$ cat src/bdpc_pkg.sv
// Package for the button debounce and press classifier.
// Holds the field widths, configuration codes and reset values, and the payload structs.
// Depends on nothing.
`timescale 1ns / 1ps

package bdpc_pkg;

  localparam int TIME_W     = 32;
  localparam int CFG_W      = 16;
  localparam int HELD_W     = 31;
  localparam int CFG_ADDR_W = 2;

  localparam logic [CFG_W-1:0]  DEBOUNCE_RST   = 16'd20;
  localparam logic [CFG_W-1:0]  LONG_PRESS_RST = 16'd1000;
  localparam logic [HELD_W-1:0] HELD_MAX       = {HELD_W{1'b1}};

  typedef enum logic [CFG_ADDR_W-1:0] {
    CFG_DEBOUNCE   = 2'd0,
    CFG_LONG_PRESS = 2'd1
  } cfg_addr_t;

  typedef struct packed {
    logic [CFG_W-1:0] debounce_time;
    logic [CFG_W-1:0] long_press_time;
  } cfg_t;

  typedef struct packed {
    logic              raw_level;
    logic [TIME_W-1:0] now_ms;
  } sample_t;

  typedef struct packed {
    logic              press_event;
    logic              release_event;
    logic              short_press_event;
    logic              long_press_event;
    logic              is_held;
    logic              long_has_fired;
    logic [HELD_W-1:0] held_time;
  } result_t;

endpackage

$ cat src/bdpc_if.sv
// Channel interfaces for the button debounce and press classifier.
// Sample, result and configuration channels with valid/ready handshakes.
// Depends on bdpc_pkg.
`timescale 1ns / 1ps

interface bdpc_sample_if;
  import bdpc_pkg::*;
  logic              valid;
  logic              ready;
  logic              raw_level;
  logic [TIME_W-1:0] now_ms;
  modport source (output valid, raw_level, now_ms, input ready);
  modport sink   (input valid, raw_level, now_ms, output ready);
endinterface

interface bdpc_result_if;
  import bdpc_pkg::*;
  logic              valid;
  logic              ready;
  logic              press_event;
  logic              release_event;
  logic              short_press_event;
  logic              long_press_event;
  logic              is_held;
  logic              long_has_fired;
  logic [HELD_W-1:0] held_time;
  modport source (output valid, press_event, release_event, short_press_event,
                  long_press_event, is_held, long_has_fired, held_time, input ready);
  modport sink   (input valid, press_event, release_event, short_press_event,
                  long_press_event, is_held, long_has_fired, held_time, output ready);
endinterface

interface bdpc_cfg_if;
  import bdpc_pkg::*;
  logic                  valid;
  logic                  ready;
  logic [CFG_ADDR_W-1:0] addr;
  logic [CFG_W-1:0]      data;
  modport source (output valid, addr, data, input ready);
  modport sink   (input valid, addr, data, output ready);
endinterface

$ cat src/bdpc_cfg_regs.sv
// Configuration register file: debounce time and long press time.
// Depends on bdpc_pkg and bdpc_cfg_if.
`timescale 1ns / 1ps

module bdpc_cfg_regs (
  input  logic            clk,
  input  logic            rst,
  bdpc_cfg_if.sink        cfg,
  output bdpc_pkg::cfg_t  cfg_q
);
  import bdpc_pkg::*;

  // Writes must come only while the block is idle; the block leaves this unenforced. The port never stalls.
  assign cfg.ready = 1'b1;

  always_ff @(posedge clk) begin
    if (rst) begin
      cfg_q.debounce_time   <= DEBOUNCE_RST;
      cfg_q.long_press_time <= LONG_PRESS_RST;
    end else if (cfg.valid) begin
      case (cfg_addr_t'(cfg.addr))
        CFG_DEBOUNCE: begin
          cfg_q.debounce_time <= cfg.data;
        end
        CFG_LONG_PRESS: begin
          cfg_q.long_press_time <= cfg.data;
        end
        default: begin
        end
      endcase
    end
  end

endmodule

$ cat src/bdpc_core.sv
// Debounce and press classification logic with its state registers.
// One sample is evaluated per step; the state advances on the same edge.
// Depends on bdpc_pkg.
`timescale 1ns / 1ps

module bdpc_core (
  input  logic              clk,
  input  logic              rst,
  input  logic              step,
  input  bdpc_pkg::sample_t smp,
  input  bdpc_pkg::cfg_t    cfg_q,
  output bdpc_pkg::result_t res
);
  import bdpc_pkg::*;

  logic              last_raw,     last_raw_next;
  logic [TIME_W-1:0] change_time,  change_time_next;
  logic              stable_level, stable_level_next;
  logic              held_flag,    held_flag_next;
  logic [TIME_W-1:0] press_time,   press_time_next;
  logic              long_done,    long_done_next;

  logic              changed;
  logic              settled;
  logic [TIME_W-1:0] d_change;
  logic [TIME_W-1:0] d_press;
  logic [TIME_W-1:0] d_hold;

  always_comb begin
    changed  = smp.raw_level != last_raw;
    d_change = smp.now_ms - change_time;
    d_press  = smp.now_ms - press_time;
    // A fresh raw change gives a zero settle time, so only a zero debounce passes.
    settled  = changed ? (cfg_q.debounce_time == '0)
                       : (d_change >= {{(TIME_W-CFG_W){1'b0}}, cfg_q.debounce_time});

    last_raw_next     = smp.raw_level;
    change_time_next  = changed ? smp.now_ms : change_time;
    stable_level_next = stable_level;
    held_flag_next    = held_flag;
    press_time_next   = press_time;
    long_done_next    = long_done;

    res.press_event       = 1'b0;
    res.release_event     = 1'b0;
    res.short_press_event = 1'b0;
    res.long_press_event  = 1'b0;

    if (settled) begin
      stable_level_next = smp.raw_level;
      if (stable_level && !smp.raw_level) begin
        held_flag_next  = 1'b1;
        press_time_next = smp.now_ms;
        long_done_next  = 1'b0;
        res.press_event = 1'b1;
      end
      if (!stable_level && smp.raw_level) begin
        res.release_event     = 1'b1;
        res.short_press_event = held_flag && !long_done;
        held_flag_next        = 1'b0;
      end
    end

    // Hold time measured against the press time in force after this sample.
    d_hold = res.press_event ? '0 : d_press;

    if (settled && held_flag_next && !long_done_next &&
        d_hold >= {{(TIME_W-CFG_W){1'b0}}, cfg_q.long_press_time}) begin
      long_done_next       = 1'b1;
      res.long_press_event = 1'b1;
    end

    res.is_held        = held_flag_next;
    res.long_has_fired = long_done_next;
    if (!held_flag_next) begin
      res.held_time = '0;
    end else if (d_hold[TIME_W-1]) begin
      res.held_time = HELD_MAX;
    end else begin
      res.held_time = d_hold[HELD_W-1:0];
    end
  end

  always_ff @(posedge clk) begin
    if (rst) begin
      last_raw     <= 1'b1;
      change_time  <= '0;
      stable_level <= 1'b1;
      held_flag    <= 1'b0;
      press_time   <= '0;
      long_done    <= 1'b0;
    end else if (step) begin
      last_raw     <= last_raw_next;
      change_time  <= change_time_next;
      stable_level <= stable_level_next;
      held_flag    <= held_flag_next;
      press_time   <= press_time_next;
      long_done    <= long_done_next;
    end
  end

  a_press_xor_release: assert property (@(posedge clk) disable iff (rst)
    step |-> !(res.press_event && res.release_event))
    else $error("press and release reported on the same sample");

  a_short_needs_release: assert property (@(posedge clk) disable iff (rst)
    step && res.short_press_event |-> res.release_event && !res.is_held)
    else $error("short press without a release");

  a_long_state: assert property (@(posedge clk) disable iff (rst)
    step && res.long_press_event |=> held_flag && long_done)
    else $error("long press fired but hold state not recorded");

  a_held_matches_level: assert property (@(posedge clk) disable iff (rst)
    held_flag |-> !stable_level)
    else $error("held flag set while debounced level is released");

endmodule

$ cat src/button_debounce_press_classifier_unit.sv
// Top level of the button debounce and press classifier.
// Input register, classification core, result register and configuration registers.
// Depends on bdpc_pkg, bdpc_if, bdpc_cfg_regs and bdpc_core.
//
//   Channel  Dir   Payload                                        Transaction
//   sample   in    raw_level, now_ms                              one poll
//   result   out   press/release/short/long events, is_held,      one result per poll
//                  long_has_fired, held_time
//   cfg      in    addr (0 debounce, 1 long press), data          one register write
//
// Throughput is one poll per clock while the sink keeps taking results. A poll accepted into
// the input register passes through the core into the result register, where the sink takes it.
// The input register and the result register decouple the two sides, so a new poll is
// accepted into an empty input register while a finished result waits for the sink.
// The loop that bounds the rate is the core's press state update, one sample per cycle when stepped.
// Reset is synchronous and restores the register defaults and the released button state.
`timescale 1ns / 1ps

module button_debounce_press_classifier_unit (
  input  logic          clk,
  input  logic          rst,
  bdpc_cfg_if.sink      cfg,
  bdpc_sample_if.sink   sample,
  bdpc_result_if.source result
);
  import bdpc_pkg::*;

  cfg_t    cfg_q;
  logic    s1_valid;
  sample_t s1_smp;
  logic    out_valid;
  result_t res;
  result_t res_q;
  logic    advance;

  bdpc_cfg_regs u_cfg_regs (
    .clk   (clk),
    .rst   (rst),
    .cfg   (cfg),
    .cfg_q (cfg_q)
  );

  assign advance      = s1_valid && (!out_valid || result.ready);
  assign sample.ready = !s1_valid || advance;

  bdpc_core u_core (
    .clk   (clk),
    .rst   (rst),
    .step  (advance),
    .smp   (s1_smp),
    .cfg_q (cfg_q),
    .res   (res)
  );

  always_ff @(posedge clk) begin
    if (rst) begin
      s1_valid  <= 1'b0;
      out_valid <= 1'b0;
    end else begin
      if (sample.ready) begin
        s1_valid <= sample.valid;
      end
      if (advance) begin
        out_valid <= 1'b1;
      end else if (result.ready) begin
        out_valid <= 1'b0;
      end
    end
  end

  always_ff @(posedge clk) begin
    if (sample.valid && sample.ready) begin
      s1_smp.raw_level <= sample.raw_level;
      s1_smp.now_ms    <= sample.now_ms;
    end
    if (advance) begin
      res_q <= res;
    end
  end

  assign result.valid             = out_valid;
  assign result.press_event       = res_q.press_event;
  assign result.release_event     = res_q.release_event;
  assign result.short_press_event = res_q.short_press_event;
  assign result.long_press_event  = res_q.long_press_event;
  assign result.is_held           = res_q.is_held;
  assign result.long_has_fired    = res_q.long_has_fired;
  assign result.held_time         = res_q.held_time;

endmodule

$ cat src/flat_wrapper.sv
// flat-port wrapper written by rule: the top's interface ports become plain ports
module button_debounce_press_classifier_unit_flat import bdpc_pkg::*;
  (clk, rst, cfg_valid, cfg_addr, cfg_data, cfg_ready, sample_valid, sample_raw_level, sample_now_ms, sample_ready, result_valid, result_press_event, result_release_event, result_short_press_event, result_long_press_event, result_is_held, result_long_has_fired, result_held_time, result_ready);
  bdpc_cfg_if cfg_i ();
  bdpc_sample_if sample_i ();
  bdpc_result_if result_i ();
  input  logic clk;
  input  logic rst;
  input wire logic [$bits(cfg_i.valid)-1:0] cfg_valid;
  input wire logic [$bits(cfg_i.addr)-1:0] cfg_addr;
  input wire logic [$bits(cfg_i.data)-1:0] cfg_data;
  output wire logic [$bits(cfg_i.ready)-1:0] cfg_ready;
  input wire logic [$bits(sample_i.valid)-1:0] sample_valid;
  input wire logic [$bits(sample_i.raw_level)-1:0] sample_raw_level;
  input wire logic [$bits(sample_i.now_ms)-1:0] sample_now_ms;
  output wire logic [$bits(sample_i.ready)-1:0] sample_ready;
  output wire logic [$bits(result_i.valid)-1:0] result_valid;
  output wire logic [$bits(result_i.press_event)-1:0] result_press_event;
  output wire logic [$bits(result_i.release_event)-1:0] result_release_event;
  output wire logic [$bits(result_i.short_press_event)-1:0] result_short_press_event;
  output wire logic [$bits(result_i.long_press_event)-1:0] result_long_press_event;
  output wire logic [$bits(result_i.is_held)-1:0] result_is_held;
  output wire logic [$bits(result_i.long_has_fired)-1:0] result_long_has_fired;
  output wire logic [$bits(result_i.held_time)-1:0] result_held_time;
  input wire logic [$bits(result_i.ready)-1:0] result_ready;
  assign cfg_i.valid = cfg_valid;
  assign cfg_i.addr = cfg_addr;
  assign cfg_i.data = cfg_data;
  assign cfg_ready = cfg_i.ready;
  assign sample_i.valid = sample_valid;
  assign sample_i.raw_level = sample_raw_level;
  assign sample_i.now_ms = sample_now_ms;
  assign sample_ready = sample_i.ready;
  assign result_valid = result_i.valid;
  assign result_press_event = result_i.press_event;
  assign result_release_event = result_i.release_event;
  assign result_short_press_event = result_i.short_press_event;
  assign result_long_press_event = result_i.long_press_event;
  assign result_is_held = result_i.is_held;
  assign result_long_has_fired = result_i.long_has_fired;
  assign result_held_time = result_i.held_time;
  assign result_i.ready = result_ready;
  button_debounce_press_classifier_unit u_core (.clk(clk), .rst(rst), .cfg(cfg_i), .sample(sample_i), .result(result_i));
endmodule
$ cat config.mk
export PLATFORM = sky130hd
export DESIGN_NAME = button_debounce_press_classifier_unit_flat
export DESIGN_NICKNAME = d
export VERILOG_FILES = /design/src/bdpc_pkg.sv /design/src/bdpc_if.sv /design/src/bdpc_cfg_regs.sv /design/src/bdpc_core.sv /design/src/button_debounce_press_classifier_unit.sv /design/src/flat_wrapper.sv
export SDC_FILE = /design/constraint.sdc
export NUM_CORES = 1
export LEC_CHECK = 0
export BUFFER_PORTS_ARGS = -buffer_cell sky130_fd_sc_hd__buf_2
export CAP_MARGIN = 30
export CORE_AREA = 2 2 168 170
export DETAILED_ROUTE_END_ITERATION = 10
export DIE_AREA = 0 0 170 172
export GPL_TIMING_DRIVEN = 0
export PLACE_DENSITY = 0.58
export SYNTH_ARGS = -nofsm -noshare
export SYNTH_HDL_FRONTEND = slang
export SYNTH_SLANG_ARGS = --single-unit
$ cat constraint.sdc
create_clock -name clk -period 11.8 [get_ports clk]
set_input_delay 1.18 -clock clk [delete_from_list [all_inputs] [get_ports clk]]
set_output_delay 1.18 -clock clk [all_outputs]
set_load 0.1 [all_outputs]
==> metrics.csv, run 1 <==
stage,metric,value,unit
clock_network,deepest clock path buffer count,2,
detailed_routing,via/cell ratio,5.241,
timing,clk_skew,0.01249,ns
timing,relative slew slack,31.78,%
floorplan,Rows,61,
detailed_routing,drt first-iter violations,628,
flow_run,max_cap viols,0,
yosys,most common flop cell mapped by yosys,dfxtp_1,
placed_design,gpl congestion,0.9019,
timing,RSZ-0062 raised after global routing,false,
global_route,GRT Total Usage,19.41,%
timing,final setup vio count,0,
floorplan,Die X,170,µm
yosys,mean post-synth cell area,8.602,µm²
detailed_routing,number of remaining DRC errors,0,
yosys,Synth Register Bits,172,
detailed_routing,DR vias,9036,
floorplan,# IOs,96,
final_layout,layout cell share with drive strength beyond 1,11.39,%
final_layout,fin nets,1517,
yosys,Synth async-reset ratio,0,%
timing,fin crit period,8.946,ns
global_route,vias in the first global route,8491,
timing,Fin Hold WS,0.4546,ns
yosys,"count leader, synth",nand2_1,
detailed_routing,Detail Route Antenna Nets,0,
timing,"Hold Vio Cnt, Final",0,
floorplan,core box area,27480,µm²
yosys,synthesized-area fraction occupied by adder cells,11.29,%
global_route,grt ovf,0,
clock_network,Sink Count,172,
yosys,number of synthesized flops with an enable pin,70,
timing,Slew Limit Fails,0,
power,Power per Cell Area,132.3,nW/µm²
final_layout,Antenna Cells,0,
worst_hold_path,Hold Crit Class,reg2reg,
setup_path,CP Data Arrival Time,9.13,ns
placed_design,Port-buffer cells,94,
yosys,Synth Instances,1252,
setup_path,Critical Path RT,11.98,ns
yosys,largest cells by area after synthesis,"edfxtp_1, dfxtp_1, ha_1, a21oi_1, nand2_1",
yosys,register area share after synthesis,38.48,%
timing,setup TNS,0,ns
final_layout,Area Growth Syn to Fin,14.58,%
yosys,Syn Std Cell Area,10770,µm²
yosys,post-synthesis mux area share,3.625,%
global_route,first-pass GRT wire length,44240,µm
floorplan,chip height,172,µm
clock_network,Post-CTS Setup Inserts,0,
clock_network,Post-CTS Resized,0,
clock_network,hold_buf cts,0,
global_route,initial antenna violation count,0,
detailed_routing,drt wl/cell,16.40,µm
yosys,Post-Syn Nets,1404,
clock_network,Worst-Skew Late Latency,0.44,ns
outcome,status,completed,
clock_network,CTS tree,yes,
placed_design,post-DP HPWL,22520,µm
detailed_routing,Pre-Repair DR Iteration Count,6,
power,static leakage,4.840,nW
yosys,"top cells by count, synth","nand2_1, a21oi_1, inv_1",
setup_path,CP max stage delay,0.54,ns
final_layout,fill count,2772,
timing,Final period util,75.81,%
yosys,Ys Warns,0,
detailed_routing,total wire length,28280,µm
power,Peak supply drop,0.09889,mV
clock_network,CTS root buffer,clkbuf_16,
yosys,largest area contributor in the netlist,edfxtp_1,
setup_path,Setup Crit Path Kind,reg2reg,
setup_path,crit start category,flip-flop,
setup_path,Crit. End Element,flip-flop,
clock_network,register clock-pin slew on the reported worst setup and hold paths,0.06,ns
timing,Highest Clock Rate,0.1118,GHz
yosys,Unique masters post-synth,78,
setup_path,critical path's slowest cell,nor4_4,
setup_path,CP Max Fanout,10,
yosys,post-synthesis compound-gate area fraction,20.09,%
clock_network,cts bufs inserted,17,
yosys,xor/xnor cell area share of the yosys netlist,4.066,%
clock_network,Max H-tree Level,4,
yosys,area fraction of the dominant cell type after synthesis,19.52,%
timing,Worst-Margin Slew,1.021,ns
floorplan,DIE AREA,29240,µm²
floorplan,Initial Util,39.19,%
global_route,largest net degree at the start of global routing,41,
yosys,combinational family with the most area after synthesis,compound AO/OA/AOI/OAI gates,
yosys,Synth Area in Simple Gates,16.38,%
## cell families (layout without fill, tap and decap cells)
group / Yosys count / in the layout
AND/OR/NAND/NOR: 390 / 390
other: 1 / 1
buffers and inverters: 166 / 292
adder cells (fa/ha/maj): 96 / 96
AO/OA/AOI/OAI: 338 / 338
multiplexers: 39 / 39
XOR/XNOR: 50 / 50
flip-flops: 172 / 172
## per-stage QoR
stage | total power, mW | utilization, % | instances | instance area, µm² | setup slack [ns]
5_1_grt | 1.711 | 44.91 | 1724 | 12340 | 2.247
3_5_place_dp | 1.014 | 42.49 | 1692 | 11670 | 2.936
2_1_floorplan | 0.9219 | - | 1252 | 10770 | 4.860
3_3_place_gp | 1.010 | 42.48 | 1692 | 11670 | 2.983
4_1_cts | 1.644 | 44.91 | 1724 | 12340 | 2.871
6_report | 1.632 | 44.91 | 1724 | 12340 | 2.854
## cell type report
cell class              instances  area, µm²  share of cell area [%]
plain buffers                  55      232.7                   1.886
clock buffers                  21      504.2                   4.086
clock inverters                11      161.4                   1.308
inverters                     111      416.7                   3.377
multi-input cells             914       5977                   48.44
flip-flops and latches        172       4144                   33.58
well taps                     346      432.9                   3.508
repair buffers                 94      470.5                   3.813
## worst paths after layout
| path | depth (start not counted) | slack [ns] | start | endpoint |
|---|---|---|---|---|
| min | 2 | 0.45 | u_core.u_cfg_regs.cfg_q[15] | u_core.u_cfg_regs.cfg_q[15] |
| max | 32 | 2.85 | u_core.s1_smp[0] | u_core.result.long_has_fired |
| max reg2reg | 32 | 2.85 | u_core.s1_smp[0] | u_core.result.long_has_fired |
| min reg2reg | 2 | 0.45 | u_core.u_cfg_regs.cfg_q[15] | u_core.u_cfg_regs.cfg_q[15] |
## critical path, delay by kind of cell (launching register included)
| kind | cells | cell delay [ns] |
|---|---|---|
| AO/OA/AOI/OAI | 14 | 3.39 |
| XOR/XNOR | 1 | 0.24 |
| adder cells (fa/ha/maj) | 4 | 1.21 |
| flip-flops | 1 | 0.38 |
| AND/OR/NAND/NOR | 12 | 3.39 |
| buffers and inverters | 1 | 0.08 |
## per-layer routing
metal,wire (µm),up-vias,global-route usage [%]
met5,0,-,0
met4,578,0,5.871
met3,1130,35,2.976
met2,12820,169,31.39
met1,13750,4200,26.84
li1,-,4632,-
## cell usage in the layout, fill, tap and decap left out, types with 4 or more instances in the layout
cell type  Yosys  routed
nor4_1         9       9
nand3b_1       5       5
a21boi_0       4       4
nor2_1       108     108
nand2b_1      12      12
and3_1         7       7
ha_1          94      94
o21ba_1        7       7
mux2i_1       39      39
o211ai_1       9       9
nand2_1      172     172
o2111ai_1      6       6
a211o_1       16      16
nand4_1       15      15
o21bai_1       5       5
clkbuf_1      42      43
buf_2          9     103
nor3_1        13      13
o21ai_0       43      43
a21oi_1      148     148
a21o_1        30      30
nand3_1       16      16
o21a_1        17      17
edfxtp_1      70      70
inv_6          0       6
a2111o_1       4       4
inv_1        111     110
xor2_1        19      19
a211oi_1       7       7
a31oi_1        4       4
dfxtp_1      102     102
or2_2          4       4
clkbuf_16      0      20
xnor2_1       31      31
nor2b_1       10      10
## sequential cells by signal, indices dropped and copies added (netlist names)
signal and cells:
u_core.result.press_event 1, u_core.u_core.change_time 32, u_core.u_core.long_done 1, u_core.result.long_press_event 1
u_core.result.short_press_event 1, u_core.result.held_time 31, u_core.result.release_event 1, u_core.result.valid 1
u_core.result.is_held 1, u_core.s1_smp 33, u_core.u_core.held_flag 1, u_core.result.long_has_fired 1
u_core.u_core.press_time 32, u_core.u_core.stable_level 1, u_core.u_cfg_regs.cfg_q 32, u_core.u_core.last_raw 1
u_core.s1_valid 1
## power breakdown
group          switching, mW  internal, mW
Combinational          0.222         0.122
Clock                  0.252         0.377
Sequential            0.0176         0.641
Total                  0.492          1.14
Power figures use the tool's default switching activity.
==> run 2, diff against run 1 <==
--- a/config.mk
+++ b/config.mk
@@ -5,13 +5,14 @@
 export SDC_FILE = /design/constraint.sdc
 export NUM_CORES = 1
 export LEC_CHECK = 0
+export ABC_AREA = 1
 export BUFFER_PORTS_ARGS = -buffer_cell sky130_fd_sc_hd__buf_2
 export CAP_MARGIN = 30
-export CORE_AREA = 2 2 168 170
+export CORE_AREA = 2 2 173 175
 export DETAILED_ROUTE_END_ITERATION = 10
-export DIE_AREA = 0 0 170 172
+export DIE_AREA = 0 0 175 177
 export GPL_TIMING_DRIVEN = 0
-export PLACE_DENSITY = 0.58
+export PLACE_DENSITY = 0.57
 export SYNTH_ARGS = -nofsm -noshare
 export SYNTH_HDL_FRONTEND = slang
 export SYNTH_SLANG_ARGS = --single-unit
==> constraint.sdc (replaced) <==
create_clock -name clk -period 8.55 [get_ports clk]
set_input_delay 0.855 -clock clk [delete_from_list [all_inputs] [get_ports clk]]
set_output_delay 0.855 -clock clk [all_outputs]
set_load 0.1 [all_outputs]
==> run 2 against run 1 <==
Compared with the run above: utilization is 0.26 points lower; via count rose by 14%; cell count grew 23%; die area grew 5.9%; global-route usage rose by 0.77 points; setup slack got worse by 0.52 ns; clock power increased by 25%; critical path depth rose by 3; register-to-register slack worse by 0.52 ns.
==> metrics.csv, run 2 <==
stage,metric,value,unit,change
power,Peak supply drop,0.1235,mV,+25%
clock_network,Post-CTS Resized,0,,unchanged
final_layout,fin util,44.65,%,-0.26 points
yosys,most common flop cell mapped by yosys,dfxtp_1,,
final_layout,Final Non-Filler Cells,2122,,+23%
detailed_routing,total wire length,31270,µm,+11%
global_route,vias in the first global route,9376,,+10%
setup_path,crit start category,flip-flop,,
timing,fin crit period,6.219,ns,-2.727 ns
clock_network,Worst-Skew Late Latency,0.44,ns,about the same
clock_network,Sink Count,172,,unchanged
power,Net Sw Frac,37.70,%,+7.6 points
global_route,initial antenna violation count,0,,unchanged
yosys,Post-Syn Nets,1756,,+25%
power,clock power share,31.6,%,-6.9 points
global_route,met2 usage,31.65,%,+0.26 points
clock_network,Post-CTS Setup Inserts,0,,unchanged
detailed_routing,Detail Route Antenna Nets,0,,unchanged
setup_path,critical path's slowest cell,edfxtp_1,,
timing,clk_skew,0.01731,ns,+0.004819 ns
setup_path,CP Data Arrival Time,6.41,ns,-2.72 ns
global_route,first-pass GRT wire length,49250,µm,+11%
timing,PnR worst setup slack,2.331,ns,-0.5233 ns
clock_network,register clock-pin slew on the reported worst setup and hold paths,0.08,ns,+0.02 ns
floorplan,Die X,175,µm,+2.9%
detailed_routing,number of remaining DRC errors,0,,unchanged
yosys,Ys Warns,0,,unchanged
worst_hold_path,hold path cells,2,,unchanged
yosys,largest cells by area after synthesis,"edfxtp_1, dfxtp_1, nand2_1, ha_1, inv_1",,
worst_hold_path,Hold Crit Class,reg2reg,,
final_layout,Biggest register,u_core.s1_smp,,
detailed_routing,drt wl/cell,14.73,µm,-10%
yosys,Synth Instances,1604,,+28%
global_route,met1 Use GR,28.69,%,+1.8 points
final_layout,Largest register FFs,33,,unchanged
yosys,"top cells by count, synth","nand2_1, inv_1, a21oi_1",,
power,combinational power share,30.9,%,+9.8 points
global_route,routing usage on met3,3.823,%,+0.85 points
yosys,number of synthesized flops with an enable pin,70,,unchanged
setup_path,cells on worst reg2reg path,35,,+9.4%
detailed_routing,Pre-Repair DR Iteration Count,5,,-1
floorplan,core box area,29240,µm²,+6.4%
timing,relative slew slack,43.19,%,+11 points
setup_path,CP max stage delay,0.52,ns,-0.02 ns
setup_path,"Top cell by count, worst path",nand2_1,,
floorplan,chip height,177,µm,+2.9%
detailed_routing,drt first-iter violations,787,,+25%
yosys,"count leader, synth",nand2_1,,
final_layout,layout cell share with drive strength beyond 1,10.45,%,-0.94 points
timing,RSZ-0062 raised after global routing,false,,
flow_run,max_cap viols,0,,unchanged
final_layout,fin nets,1871,,+23%
yosys,Synth async-reset ratio,0,%,unchanged
power,sequential share of power,37.5,%,-2.9 points
yosys,area fraction of the dominant cell type after synthesis,18.39,%,-1.1 points
placed_design,gpl congestion,0.9103,,+0.93%
detailed_routing,DR vias,10330,,+14%
clock_network,cts bufs inserted,17,,unchanged
placed_design,Placed Instances,2090,,+24%
floorplan,Rows,63,,+3.3%
timing,Highest Clock Rate,0.1608,GHz,+44%
clock_network,CTS root buffer,clkbuf_16,,
yosys,Synth Register Bits,172,,unchanged
final_layout,"most common cell after layout, fill and taps aside",nand2_1,,
setup_path,Critical Path RT,8.74,ns,-3.24 ns
setup_path,Setup Crit Path Kind,reg2reg,,
detailed_routing,via/cell ratio,4.869,,-7.1%
global_route,GRT busiest layer,met2,,
clock_network,hold_buf cts,0,,unchanged
setup_path,CP Max Fanout,10,,unchanged
placed_design,post-DP HPWL,25940,µm,+15%
clock_network,CTS tree,yes,,
timing,"Hold Vio Cnt, Final",0,,unchanged
yosys,Unique masters post-synth,45,,-42%
power,sw power,0.9403,mW,+91%
yosys,register area share after synthesis,36.25,%,-2.2 points
final_layout,most frequent cells in the layout,"nand2_1, inv_1, a21oi_1",,
yosys,Syn Std Cell Area,11430,µm²,+6.2%
global_route,GRT Total Usage,20.18,%,+0.77 points
placed_design,Port-buffer cells,94,,unchanged
timing,Final period util,72.74,%,-3.1 points
timing,Slew Limit Fails,0,,unchanged
final_layout,Antenna Cells,0,,unchanged
final_layout,Area Growth Syn to Fin,14.22,%,
setup_path,Crit. End Element,flip-flop,,
timing,setup TNS,0,ns,unchanged
power,Power per Cell Area,191.0,nW/µm²,+44%
clock_network,Max H-tree Level,4,,unchanged
timing,Worst-Margin Slew,0.8429,ns,-0.1781 ns
clock_network,deepest clock path buffer count,2,,unchanged
outcome,status,completed,,
power,static leakage,6.268,nW,+30%
floorplan,Initial Util,39.09,%,-0.10 points
timing,final setup vio count,0,,unchanged
power,P_int,1.554,mW,+36%
floorplan,DIE AREA,30980,µm²,+5.9%
floorplan,# IOs,96,,unchanged
yosys,largest area contributor in the netlist,edfxtp_1,,
global_route,grt ovf,0,,unchanged
global_route,largest net degree at the start of global routing,26,,-37%
placed_design,pre-CTS WS,2.456,ns,-0.4802 ns
yosys,mean post-synth cell area,7.127,µm²,-17%
==> run 2: changes by cell type after synthesis, sizes merged, moves of 10 or more <==
cell / previous run / this run
o21ai: 45 / 110
nand2: 172 / 414
clkbuf: 42 / 21
o21a: 17 / 3
nand2b: 12 / 0
a21o: 31 / 7
nand3: 16 / 54
inv: 111 / 304
mux2i: 39 / 0
a21oi: 149 / 173
xnor2: 31 / 14
a211o: 16 / 0
nor2b: 10 / 0
==> run 2: critical path, delay by kind of cell (launching register included) <==
kind                       cells  cell delay, ns
DFF                            1            0.52
and+or+nand+nor               21            3.05
buffers and inverters          4            0.38
xor gates and xnor gates       1            0.29
AOI/OAI and AO/OA              6            0.68
adders and majority gates      3            1.06
==> run 2: worst paths after layout <==
check / from / end / slack, ns
min reg2reg: u_core.u_core.change_time[10] / u_core.u_core.change_time[10] / 0.46
min: u_core.u_core.change_time[10] / u_core.u_core.change_time[10] / 0.46
max: u_core.s1_smp[9] / u_core.result.long_has_fired / 2.33
max reg2reg: u_core.s1_smp[9] / u_core.result.long_has_fired / 2.33
==> run 2: layout make-up <==
type	instances	area, µm²
fill	3077	16190
multi-input combinational	1094	5983
sequential	172	4144
inverter	304	1141
timing repair buffer	96	525.5
tap	390	488.0
clock buffer	18	439.2
clock inverter	14	172.7
buffer	34	163.9
==> run 2: power groups by stage <==
| stage | Clock [mW] | Sequential, mW | Combinational [mW] |
|---|---|---|---|
| 4_1_cts | 0.802 | 0.936 | 0.768 |
| 3_5_place_dp | 0 | 0.955 | 0.764 |
| 3_3_place_gp | 0 | 0.955 | 0.751 |
| 5_1_grt | 0.838 | 0.940 | 0.865 |
| 6_report | 0.789 | 0.936 | 0.770 |
| 2_1_floorplan | 0 | 1.04 | 0.481 |
==> run 2: per-stage QoR <==
step	instance area, µm²	hold WS (ns)	total power [mW]
finish	13060	0.4589	2.494
global placement	12390	0.4455	1.706
global route	13060	0.4778	2.644
detailed placement	12450	0.4517	1.719
CTS	13060	0.4626	2.507
floorplan	11430	0.4353	1.523
==> run 2: kinds of logic (layout without fill, tap and decap cells) <==
family          after synthesis  count (layout)  share of synthesized area, %
fa+ha+maj                    96              96                         10.64
simple gates                626             626                         22.80
compound gates              330             330                         15.73
buf+inv                     338             466                         11.42
xor+xnor                     41              41                         3.141
other cells                   1               1                       0.03280
flops                       172             172                         36.25
==> run 2: routing by layer <==
| metal | wire length, µm | up-vias |
|---|---|---|
| li1 | - | 5405 |
| met1 | 15440 | 4647 |
| met2 | 13610 | 255 |
| met3 | 1732 | 26 |
| met4 | 478 | 0 |
| met5 | 0 | - |
==> run 3, diff against run 2 <==
--- a/config.mk
+++ b/config.mk
@@ -12,7 +12,7 @@
 export DETAILED_ROUTE_END_ITERATION = 10
 export DIE_AREA = 0 0 175 177
 export GPL_TIMING_DRIVEN = 0
-export PLACE_DENSITY = 0.57
+export PLACE_DENSITY = 0.6
 export SYNTH_ARGS = -nofsm -noshare
 export SYNTH_HDL_FRONTEND = slang
 export SYNTH_SLANG_ARGS = --single-unit
==> constraint.sdc (replaced) <==
create_clock -name clk -period 5.65 [get_ports clk]
set_input_delay 0.565 -clock clk [delete_from_list [all_inputs] [get_ports clk]]
set_output_delay 0.565 -clock clk [all_outputs]
set_load 0.1 [all_outputs]
==> run 3 against run 2 <==
Compared with the run above: via count up 1.4%; fmax grew 16%; global-route usage is 0.053 points higher; non-clock buffer count up 24; utilization up 1.8 points; cell count grew 1.2%; clock skew is 0.0044 ns lower; routed wire length about the same; sequential share of layout area shrank 1.2 points; worst hold slack worse by 0.16 ns; total power increased by 56%; critical path type unchanged; highest routed layer unchanged.
==> metrics.csv, run 3 (synthesis gave the netlist of run 2 again) <==
stage,metric,value,unit,change
global_route,vias in the first global route,9493,,+1.2%
timing,Slew Limit Fails,0,,unchanged
timing,Final period util,95.12,%,+22 points
detailed_routing,DR vias,10480,,+1.4%
setup_path,Setup Crit Path Kind,reg2reg,,
detailed_routing,drt wl/cell,14.56,µm,-1.2%
power,clock power share,31.7,%,about the same
detailed_routing,Pre-Repair DR Iteration Count,6,,+1
placed_design,gpl congestion,0.9432,,+3.6%
placed_design,Placed Instances,2090,,unchanged
detailed_routing,total wire length,31260,µm,about the same
floorplan,# IOs,96,,unchanged
floorplan,Die X,175,µm,unchanged
timing,"Hold Vio Cnt, Final",0,,unchanged
power,Total Power,3.882,mW,+56%
outcome,status,completed,,
global_route,initial antenna violation count,0,,unchanged
detailed_routing,number of remaining DRC errors,0,,unchanged
setup_path,Buf/Inv on CP,3,,-1
power,Peak supply drop,0.1824,mV,+48%
setup_path,"CP delay by family, top",simple AND/OR/NAND/NOR gates,,
clock_network,CTS root buffer,clkbuf_16,,
setup_path,CP max stage delay,0.51,ns,about the same
floorplan,Initial Util,39.09,%,unchanged
power,Net Sw Frac,37.45,%,-0.25 points
setup_path,Crit. End Element,flip-flop,,
timing,Worst-Margin Slew,0.9609,ns,+0.1180 ns
setup_path,CP Max Fanout,8,,-2
global_route,GRT Total Usage,20.23,%,+0.053 points
final_layout,"most common cell after layout, fill and taps aside",nand2_1,,
clock_network,Worst-Skew Late Latency,0.44,ns,about the same
setup_path,"Top cell by count, worst path",nand2_1,,
clock_network,cts bufs inserted,17,,unchanged
clock_network,Max H-tree Level,4,,unchanged
floorplan,core box area,29240,µm²,unchanged
final_layout,Biggest register,u_core.s1_smp,,
flow_run,max_cap viols,0,,unchanged
power,combinational power share,31.9,%,+1.0 points
setup_path,CP Data Arrival Time,5.57,ns,-0.84 ns
clock_network,hold_buf cts,0,,unchanged
final_layout,Largest register FFs,33,,unchanged
final_layout,layout cell share with drive strength beyond 1,14.18,%,+3.7 points
setup_path,Critical Path RT,5.85,ns,-2.89 ns
floorplan,chip height,177,µm,unchanged
placed_design,Port-buffer cells,94,,unchanged
power,P_int,2.428,mW,+56%
power,Power per Cell Area,286.1,nW/µm²,+50%
final_layout,fin nets,1895,,+1.3%
power,sequential share of power,36.5,%,-1.0 points
final_layout,most frequent cells in the layout,"nand2_1, inv_1, a21oi_1",,
power,static leakage,6.427,nW,+2.5%
timing,fin crit period,5.374,ns,-0.8447 ns
placed_design,post-DP HPWL,25570,µm,-1.4%
setup_path,critical path's slowest cell,edfxtp_1,,
global_route,first-pass GRT wire length,49380,µm,+0.27%
worst_hold_path,Hold Crit Class,in2reg,,
final_layout,Area Growth Syn to Fin,18.70,%,
clock_network,deepest clock path buffer count,2,,unchanged
global_route,grt ovf,0,,unchanged
timing,Highest Clock Rate,0.1861,GHz,+16%
detailed_routing,via/cell ratio,4.879,,+0.19%
power,sw power,1.454,mW,+55%
timing,relative slew slack,35.24,%,-8.0 points
clock_network,register clock-pin slew on the reported worst setup and hold paths,0.08,ns,about the same
clock_network,CTS tree,yes,,
timing,final setup vio count,0,,unchanged
timing,clk_skew,0.01291,ns,-0.004399 ns
final_layout,Final Non-Filler Cells,2147,,+1.2%
floorplan,Rows,63,,unchanged
floorplan,DIE AREA,30980,µm²,unchanged
detailed_routing,drt first-iter violations,704,,-11%
global_route,largest net degree at the start of global routing,24,,-7.7%
detailed_routing,Detail Route Antenna Nets,0,,unchanged
clock_network,Sink Count,172,,unchanged
setup_path,crit start category,flip-flop,,
[run 3: cell types whose count changed in the layout (fill, tap and decap cells not counted), moves of 3 or more]
cell / delta
nor2_2: +3
xor2_2: +3
ha_4: +14
nand2_2: +7
xor2_1: -4
buf_4: +24
ha_1: -15
nand3_1: -4
nand3_2: +4
nor2_4: +3
nor2_1: -6
nand2_1: -8
[run 3: timing repair]
item / 4_1_cts / 5_1_grt
cloned: 0 / 0
resized for setup: 27 / 29
pin swaps: 1 / 22
buffers inserted: 10 / 14
endpoints found under the setup margin: 3 / 3
[run 3: path summary, 6_finish.rpt]
kind	from	end	slack (ns)	cells past startpoint
min reg2reg	u_core.u_core.press_time[16]	u_core.u_core.press_time[16]	0.46	2
max	u_core.s1_smp[9]	u_core.result.long_has_fired	0.28	33
min	sample_now_ms[30]	u_core.s1_smp[30]	0.30	1
max reg2reg	u_core.s1_smp[9]	u_core.result.long_has_fired	0.28	33
[run 3: through the flow]
stage	setup WS (ns)	TNS [ns]	hold WS [ns]	util, %	area (µm²)
global placement	-0.3939	-1.133	0.4460	42.37	12390
finish	0.2756	0	0.2959	46.40	13570
global route	-0.04186	-0.1017	0.2839	46.40	13570
CTS	0.0007629	0	0.2835	45.54	13320
floorplan	1.154	0	0.4353	-	11430
detailed placement	-0.3306	-0.9250	0.4518	42.56	12450
[run 3: routing by layer]
metal | GRT usage, % | routed length, µm | vias up | part of all wire (%)
met4 | 5.000 | 556 | 0 | 1.8
met3 | 3.351 | 1659 | 24 | 5.3
met1 | 28.59 | 15130 | 4737 | 48
met2 | 32.21 | 13910 | 262 | 45
li1 | - | - | 5452 | -
met5 | 0 | 0 | - | 0
[run 3: final cells by class]
class                   count  area, µm²
diodes                      1      2.502
plain buffers              34      168.9
clock buffers              19      464.2
clock inverters            13      158.9
fillers                  2969      15670
inverters                 304       1144
multi-input cells        1094       6295
flip-flops and latches    172       4144
well taps                 390      488.0
repair buffers            120      705.7
[run 3: power by group through the flow]
stage	Combinational, mW	Clock (mW)	Sequential (mW)
final	1.24	1.23	1.42
after global routing	1.38	1.30	1.42
after CTS	1.19	1.25	1.42
after detailed placement	1.15	0	1.45
after global placement	1.13	0	1.45
after floorplan	0.728	0	1.58
